==> src/design/brs_pkg.sv <==
`default_nettype none
// ----------------------------------------------------------------------------
// brs_pkg
// types, codes and sizes shared by the branch reservation station
// ----------------------------------------------------------------------------
package brs_pkg;

  localparam int unsigned SLOTS = 4;
  localparam int unsigned IDX_W = (SLOTS > 1) ? $clog2(SLOTS) : 1;

  localparam logic [1:0] KIND_INSERT = 2'd0;
  localparam logic [1:0] KIND_WAKEUP = 2'd1;
  localparam logic [1:0] KIND_TICK   = 2'd2;
  localparam logic [1:0] KIND_FLUSH  = 2'd3;

  localparam logic [2:0] OP_BEQ  = 3'd0;
  localparam logic [2:0] OP_BNE  = 3'd1;
  localparam logic [2:0] OP_J    = 3'd2;
  localparam logic [2:0] OP_JR   = 3'd3;
  localparam logic [2:0] OP_HALT = 3'd4;

  typedef struct packed {
    logic [1:0]         kind;
    logic [2:0]         opcode;
    logic signed [31:0] operand_a;
    logic signed [31:0] operand_b;
    logic signed [31:0] operand_c;
    logic               a_ready;
    logic               b_ready;
    logic [5:0]         rob_tag;
    logic [5:0]         wake_tag;
    logic signed [31:0] wake_value;
  } brs_req_t;

  typedef struct packed {
    logic               insert_accepted;
    logic               space_free;
    logic               dispatch_valid;
    logic [2:0]         dispatch_opcode;
    logic signed [31:0] dispatch_a;
    logic signed [31:0] dispatch_b;
    logic signed [31:0] dispatch_c;
    logic [5:0]         dispatch_rob;
  } brs_rsp_t;

  typedef struct packed {
    logic             hit;
    logic [IDX_W-1:0] idx;
  } brs_pick_t;

endpackage
`default_nettype wire

==> src/design/brs_pick.sv <==
`default_nettype none
// ----------------------------------------------------------------------------
// brs_pick
// rotating priority pick of the first ready slot from the scan pointer
// ----------------------------------------------------------------------------
module brs_pick (
  input  logic [brs_pkg::SLOTS-1:0] ready_i,
  input  logic [brs_pkg::IDX_W-1:0] start_i,
  output brs_pkg::brs_pick_t        pick_o
);
  import brs_pkg::*;

  always_comb begin
    logic [IDX_W:0] pos;
    pick_o = '0;
    for (int k = SLOTS - 1; k >= 0; k--) begin
      pos = {1'b0, start_i} + (IDX_W + 1)'(k);
      if (pos >= (IDX_W + 1)'(SLOTS)) begin
        pos = pos - (IDX_W + 1)'(SLOTS);
      end
      if (ready_i[pos[IDX_W-1:0]]) begin
        pick_o.hit = 1'b1;
        pick_o.idx = pos[IDX_W-1:0];
      end
    end
  end

endmodule
`default_nettype wire

==> src/design/brs_slots.sv <==
`default_nettype none
// ----------------------------------------------------------------------------
// brs_slots
// slot storage with insert, wakeup, dispatch and flush in one pass
// ----------------------------------------------------------------------------
module brs_slots (
  input  logic              clk_i,
  input  logic              rst_ni,
  input  logic              req_vld_i,
  input  brs_pkg::brs_req_t req_i,
  output brs_pkg::brs_rsp_t rsp_o
);
  import brs_pkg::*;

  logic [SLOTS-1:0] busy_q, busy_d, ardy_q, ardy_d, brdy_q, brdy_d;
  logic [SLOTS-1:0] cond, ready;
  logic [2:0]       op_q  [SLOTS];
  logic [2:0]       op_d  [SLOTS];
  logic [31:0]      a_q   [SLOTS];
  logic [31:0]      a_d   [SLOTS];
  logic [31:0]      b_q   [SLOTS];
  logic [31:0]      b_d   [SLOTS];
  logic [31:0]      c_q   [SLOTS];
  logic [31:0]      c_d   [SLOTS];
  logic [5:0]       rob_q [SLOTS];
  logic [5:0]       rob_d [SLOTS];
  logic [IDX_W-1:0] ptr_q, ptr_d;
  logic [IDX_W-1:0] free_idx;
  logic             free_any;
  logic             op_ok;
  logic [31:0]      wtag_ext;
  brs_pick_t        pick;

  always_comb begin
    for (int i = 0; i < SLOTS; i++) begin
      cond[i]  = (op_q[i] == OP_BEQ) || (op_q[i] == OP_BNE);
      ready[i] = busy_q[i] && (cond[i] ? (ardy_q[i] && brdy_q[i]) : 1'b1);
    end
  end

  // lowest free slot
  always_comb begin
    free_any = 1'b0;
    free_idx = '0;
    for (int i = SLOTS - 1; i >= 0; i--) begin
      if (!busy_q[i]) begin
        free_any = 1'b1;
        free_idx = IDX_W'(i);
      end
    end
  end

  brs_pick u_pick (
    .ready_i (ready),
    .start_i (ptr_q),
    .pick_o  (pick)
  );

  assign op_ok    = (req_i.opcode <= OP_HALT);
  assign wtag_ext = {26'd0, req_i.wake_tag};

  always_comb begin
    busy_d = busy_q;
    ardy_d = ardy_q;
    brdy_d = brdy_q;
    op_d   = op_q;
    a_d    = a_q;
    b_d    = b_q;
    c_d    = c_q;
    rob_d  = rob_q;
    ptr_d  = ptr_q;
    rsp_o  = '0;
    if (req_vld_i) begin
      case (req_i.kind)
        KIND_INSERT: begin
          if (op_ok && free_any) begin
            busy_d[free_idx] = 1'b1;
            ardy_d[free_idx] = req_i.a_ready;
            brdy_d[free_idx] = req_i.b_ready;
            op_d[free_idx]   = req_i.opcode;
            a_d[free_idx]    = req_i.operand_a;
            b_d[free_idx]    = req_i.operand_b;
            c_d[free_idx]    = req_i.operand_c;
            rob_d[free_idx]  = req_i.rob_tag;
            rsp_o.insert_accepted = 1'b1;
          end
        end
        KIND_WAKEUP: begin
          for (int i = 0; i < SLOTS; i++) begin
            if (busy_q[i] && cond[i]) begin
              if (!ardy_q[i] && (a_q[i] == wtag_ext)) begin
                a_d[i]    = req_i.wake_value;
                ardy_d[i] = 1'b1;
              end
              if (!brdy_q[i] && (b_q[i] == wtag_ext)) begin
                b_d[i]    = req_i.wake_value;
                brdy_d[i] = 1'b1;
              end
            end
          end
        end
        KIND_TICK: begin
          if (pick.hit) begin
            rsp_o.dispatch_valid  = 1'b1;
            rsp_o.dispatch_opcode = op_q[pick.idx];
            rsp_o.dispatch_a      = a_q[pick.idx];
            rsp_o.dispatch_b      = b_q[pick.idx];
            rsp_o.dispatch_c      = c_q[pick.idx];
            rsp_o.dispatch_rob    = rob_q[pick.idx];
            busy_d[pick.idx]      = 1'b0;
            ardy_d[pick.idx]      = 1'b0;
            brdy_d[pick.idx]      = 1'b0;
          end
          if (ptr_q == IDX_W'(SLOTS - 1)) begin
            ptr_d = '0;
          end else begin
            ptr_d = ptr_q + IDX_W'(1);
          end
        end
        KIND_FLUSH: begin
          busy_d = '0;
          ardy_d = '0;
          brdy_d = '0;
        end
        default: begin
          busy_d = busy_q;
        end
      endcase
    end
    rsp_o.space_free = ~&busy_d;
  end

  always_ff @(posedge clk_i or negedge rst_ni) begin
    if (!rst_ni) begin
      busy_q <= '0;
      ardy_q <= '0;
      brdy_q <= '0;
      ptr_q  <= '0;
    end else begin
      busy_q <= busy_d;
      ardy_q <= ardy_d;
      brdy_q <= brdy_d;
      ptr_q  <= ptr_d;
    end
  end

  always_ff @(posedge clk_i) begin
    op_q  <= op_d;
    a_q   <= a_d;
    b_q   <= b_d;
    c_q   <= c_d;
    rob_q <= rob_d;
  end

endmodule
`default_nettype wire

==> src/design/branch_reservation_station_unit.sv <==
`default_nettype none
// ----------------------------------------------------------------------------
// branch_reservation_station_unit
// branch reservation station with rotating dispatch pick
// ----------------------------------------------------------------------------
// A request (insert, wakeup, tick or flush) is taken whenever start is high;
// busy stays low, so one request can be sent every cycle. Each request gives
// exactly one result, shown on rsp_o with rsp_valid_o high for one cycle: the
// request is registered, then all slots are updated in one pass and the result
// is registered. Results in order. The receiver cannot hold a result off, so
// it must take each one when strobed.

module branch_reservation_station_unit (
  input  logic              clk_i,
  input  logic              rst_ni,
  input  logic              start,
  output logic              busy,
  input  brs_pkg::brs_req_t req_i,
  output logic              rsp_valid_o,
  output brs_pkg::brs_rsp_t rsp_o
);
  import brs_pkg::*;

  logic     req_vld_q;
  brs_req_t req_q;
  logic     rsp_vld_q;
  brs_rsp_t rsp_q;
  brs_rsp_t rsp_d;

  assign busy = 1'b0;

  always_ff @(posedge clk_i or negedge rst_ni) begin
    if (!rst_ni) begin
      req_vld_q <= 1'b0;
      rsp_vld_q <= 1'b0;
    end else begin
      req_vld_q <= start && !busy;
      rsp_vld_q <= req_vld_q;
    end
  end

  always_ff @(posedge clk_i) begin
    req_q <= req_i;
    rsp_q <= rsp_d;
  end

  brs_slots u_slots (
    .clk_i     (clk_i),
    .rst_ni    (rst_ni),
    .req_vld_i (req_vld_q),
    .req_i     (req_q),
    .rsp_o     (rsp_d)
  );

  assign rsp_valid_o = rsp_vld_q;
  assign rsp_o       = rsp_q;

  a_rsp_follows_req : assert property (@(posedge clk_i) disable iff (!rst_ni)
    rsp_vld_q |-> $past(req_vld_q))
    else $error("result without request");

  a_dispatch_on_tick : assert property (@(posedge clk_i) disable iff (!rst_ni)
    (rsp_vld_q && rsp_q.dispatch_valid) |-> ($past(req_q.kind) == KIND_TICK))
    else $error("dispatch outside tick");

  a_accept_on_insert : assert property (@(posedge clk_i) disable iff (!rst_ni)
    (rsp_vld_q && rsp_q.insert_accepted) |-> ($past(req_q.kind) == KIND_INSERT))
    else $error("insert accepted outside insert");

  a_one_action : assert property (@(posedge clk_i) disable iff (!rst_ni)
    rsp_vld_q |-> $onehot0({rsp_q.insert_accepted, rsp_q.dispatch_valid}))
    else $error("insert and dispatch together");

endmodule
`default_nettype wire
==> config.mk <==
export PLATFORM = sky130hd
export DESIGN_NAME = branch_reservation_station_unit
export DESIGN_NICKNAME = d
export VERILOG_FILES = /design/src/design/brs_pkg.sv /design/src/design/brs_pick.sv /design/src/design/brs_slots.sv /design/src/design/branch_reservation_station_unit.sv
export SDC_FILE = /design/constraint.sdc
export NUM_CORES = 1
export LEC_CHECK = 0
export ABC_AREA = 1
export BUFFER_PORTS_ARGS = -buffer_cell sky130_fd_sc_hd__clkbuf_2
export CORE_MARGIN = 2
export CORE_UTILIZATION = 40
export DETAILED_ROUTE_END_ITERATION = 8
export HOLD_SLACK_MARGIN = 0.05
export PLACE_DENSITY_LB_ADDON = 0.25
export RECOVER_POWER = 100
export SYNTH_ARGS = -nofsm -noshare
export SYNTH_HDL_FRONTEND = slang
export SYNTH_HIERARCHICAL = 1
export SYNTH_SLANG_ARGS = --single-unit
==> constraint.sdc <==
create_clock -name clk_i -period 3.6 [get_ports clk_i]
set_input_delay 0.72 -clock clk_i [delete_from_list [all_inputs] [get_ports clk_i]]
set_output_delay 0.72 -clock clk_i [all_outputs]
set_load 0.1 [all_outputs]
==> metrics.yaml <==
placed_design:
  place_ws_ns: 0.715
  gp_congestion: 0.910
  io_buffers: 258
  dpl.hpwl_um: 51000
  placed_cells: 3402
synth:
  syn-cell-area_mm2: 0.0259
  ys_top_cells_by_count: "edfxtp_1 (420), nand2_1 (409), nor2_1 (288)"
  synth_top_family_by_area: "simple AND/OR/NAND/NOR gates"
  synth_top_area_frac: 0.487
  synth-seq-cells: 691
  synth_flop_cell: "edfxtp_1"
  synthTopCellsByArea: "edfxtp_1 (49%), dfxtp_1 (20%), nand2_1 (5.9%)"
  async_reset_ff_frac: 0.0232
  synth_area_leader_cell: "edfxtp_1"
  ys_seq_area_frac: 0.700
  synth_mux_area_frac: 0
  syn-num-nets: 2514
  synth_compound_area_frac: 0.0934
  synthXorXnorAreaFrac: 0.000677
  yosysMostFrequentCell: "edfxtp_1"
  syn_area_per_cell_um2: 11.0
  synthAdderAreaFrac: 0.000483
  synth-edff-count: 420
  yosysUniqueCellTypes: 40
  synthSimpleGateAreaFrac: 0.150
  yosysWarnings: 6
  postSynthCellCount: 2363
power_and_ir_drop:
  max-vdd-ir-drop_mv: 0.419
  p_clk_frac: 0.415
  p_seq_frac: 0.471
  p_leak_nw: 11.7
  power.density_mw_per_mm2: 621
  power.share.switching: 0.272
  power_frac_comb: 0.114
  p_total_mw: 18.9
  p_int_mw: 13.8
  p_sw_mw: 5.15
route:
  ant_nets: 0
  routedWlPerCell_um: 22.3
  vias: 18700
  drtIter0Drc: 1762
  firstDrtPassIters: 6
  drc: 0
  via_per_inst: 5.29
  wl_um: 79100
sta:
  rsz0062_at_grt: "no"
  final.setup.worst_slack_ns: 0.384
  hold_violations: 0
  finalSetupViolCount: 0
  worstMarginPinSlew_ns: 2.09
  fin_crit_ns: 3.22
  fmax_mhz: 311
  clock_skew_ns: 0.0457
  period_share: 0.893
  drv_slew: 66
  fin_setup_tns_ns: 0
  max_slew_margin: -0.393
cells_and_area:
  drive_gt1_frac: 0.115
  final_cells: 3542
  syn_to_final_growth_pct: 17.8
  fin_nets: 2776
  diodes: 0
clocking:
  cts_max_level: 3
  clock_path_buffers: 3
  cts_tree: "done"
  clkSlewWorstSetupHoldPaths_ns: 0.06
  cts_setup_buffers: 0
  root_buffer: "clkbuf_16"
  cts_sinks: 691
  numCtsBuffers: 75
  clk_latency_ns: 0.65
floorplan:
  die_y_um: 258
  die_area_mm2: 0.0668
  ios: 260
  core_mm2: 0.0642
  rows: 93
  start_util: 0.403
  dieWidth_um: 258
global_routing:
  antenna_found_initial: 0
  grt_pass1_wl_um: 117000
  grt_pass1_vias: 19000
  grt_usage: 0.235
  grt_overflow: 0
  grt_max_degree: 101
setup_path:
  worst-path-buf-inv: 3
  path_depth: 10
  ff2ff_path_depth: 10
  crit_chain: "nand2_1, a31oi_1, nand2_1, and2_4, nand3_1, inv_1, nor2_1, clkinv_2, clkbuf_2, a31oi_1"
  cpMaxStageDelayCell: "clkbuf_2"
  arrival_ns: 3.73
  worstSetupPathType: "reg -> reg"
  critical_path_required_ns: 4.11
  worst_setup_path_start_kind: "flip-flop"
  cpPeakStageDelay_ns: 0.59
  worst-path-max-fanout: 27
  cpLargestDelayFamily: "buffers and inverters"
  crit_path_end_kind: "flip-flop"
run:
  drv_cap: 2
status:
  outcome: "finished with violations"
  violations: "capacitance limit, slew limit"
worst_hold_path:
  hold_path_depth: 1
  min_path_type: "in -> reg"
==> routing by layer <==
layer / vias up / global-route usage / part of all wire
met5: - / 0 / 0
met1: 9116 / 0.311 / 0.42
met2: 807 / 0.373 / 0.46
met4: 0 / 0.116 / 0.049
met3: 167 / 0.0447 / 0.073
li1: 8647 / - / -
==> cells in the final DEF, fill, tap and decap left out, types with 2 or more instances in the layout <==
cell type,Yosys,final
a21oi_1,5,5
dfxtp_1,255,255
edfxtp_1,420,420
clkinv_16,0,6
clkbuf_16,0,80
clkbuf_1,60,149
nor2_4,4,3
a221oi_1,26,26
clkinv_4,0,2
clkinv_1,0,5
dfrtp_1,16,16
a22oi_1,79,79
clkbuf_2,2,142
or2_2,2,2
and2_1,9,5
inv_1,209,213
clkbuf_8,0,9
bufinv_16,0,3
clkinv_2,0,9
inv_2,10,4
nand2_4,0,2
buf_12,0,9
o21ai_0,172,173
nor2_2,4,3
clkbuf_4,0,3
inv_4,0,4
and2_0,0,4
xnor2_1,2,2
clkinvlp_4,0,2
nand2_2,6,3
nand2_1,409,410
nor2_1,288,290
o22ai_1,21,21
o21ai_1,4,4
o31ai_1,2,2
buf_4,11,19
a31oi_1,81,81
a21boi_0,2,2
nand4_1,7,7
nand3_1,200,201
==> final timing paths <==
kind	startpoint	endpoint	slack [ns]
worst max-delay path	u_slots/ardy_q[3]	rsp_o[0]	0.38
worst min-delay path	req_i[56]	req_q[56]	0.17
worst max register to register	u_slots/ardy_q[3]	rsp_o[0]	0.38
worst min register to register	req_q[51]	u_slots/c_q[69]	0.46
max in group asynchronous	rst_ni	u_slots/ardy_q[3]	1.99
min in group asynchronous	rst_ni	rsp_valid_o	0.85
==> worst reg2reg max path, stage by stage, from the launching register on <==
cell      delay (ns)
dfrtp_1         0.40
nand2_1         0.10
a31oi_1         0.27
nand2_1         0.13
and2_4          0.21
nand3_1         0.11
inv_1           0.10
nor2_1          0.24
clkinv_2        0.47
clkbuf_2        0.62
a31oi_1         0.45
==> through the flow <==
stage | hold slack (ns) | utilization | cell area, µm²
finish | 0.169 | 0.475 | 30500
detailed placement | 0.460 | 0.439 | 28200
CTS | 0.131 | 0.480 | 30800
floorplan | 0.424 | - | 25900
global route | 0.143 | 0.475 | 30500
global placement | 0.445 | 0.439 | 28200
==> logic make-up (layout without fill, tap and decap cells) <==
kind of cell,after synthesis,in the layout
and+or+nand+nor,934,934
DFF,691,691
AOI/OAI and AO/OA,395,395
buffers and inverters,339,663
xor gates and xnor gates,2,2
adders and majority gates,1,1
other,1,1
==> power by group through the flow <==
stage / clock [mW] / sequential (mW) / combinational, mW
2_1_floorplan: 0 / 9.28 / 1.15
3_3_place_gp: 0 / 9.07 / 2.17
4_1_cts: 8.01 / 8.91 / 2.19
3_5_place_dp: 0 / 9.07 / 2.19
6_report: 7.86 / 8.91 / 2.17
5_1_grt: 8.34 / 8.94 / 2.32
==> final cells by class <==
cell class	instances	area (µm²)
fill	5994	33700
sequential	691	18100
multi-input combinational	1333	6320
clock buffer	109	2200
timing repair buffer	304	1550
tap	855	1070
inverter	220	832
clock inverter	30	403
==> flip-flops by register name, summed over array words and instances (netlist names) <==
| signal | cells |
|---|---|
| u_slots/op_q | 12 |
| u_slots/rob_q | 24 |
| u_slots/ptr_q | 2 |
| req_vld_q | 1 |
| u_slots/c_q | 128 |
| rsp_valid_o | 1 |
| u_slots/a_q | 128 |
| u_slots/brdy_q | 4 |
| u_slots/busy_q | 4 |
| u_slots/b_q | 128 |
| u_slots/ardy_q | 4 |
| rsp_o | 108 |
| req_q | 147 |
==> repair_timing <==
item                                   in CTS  in global routing
endpoints found under the hold margin       5                  0
hold buffers                                1                  0
resized for setup                           0                  0
Power figures use the tool's default switching activity.
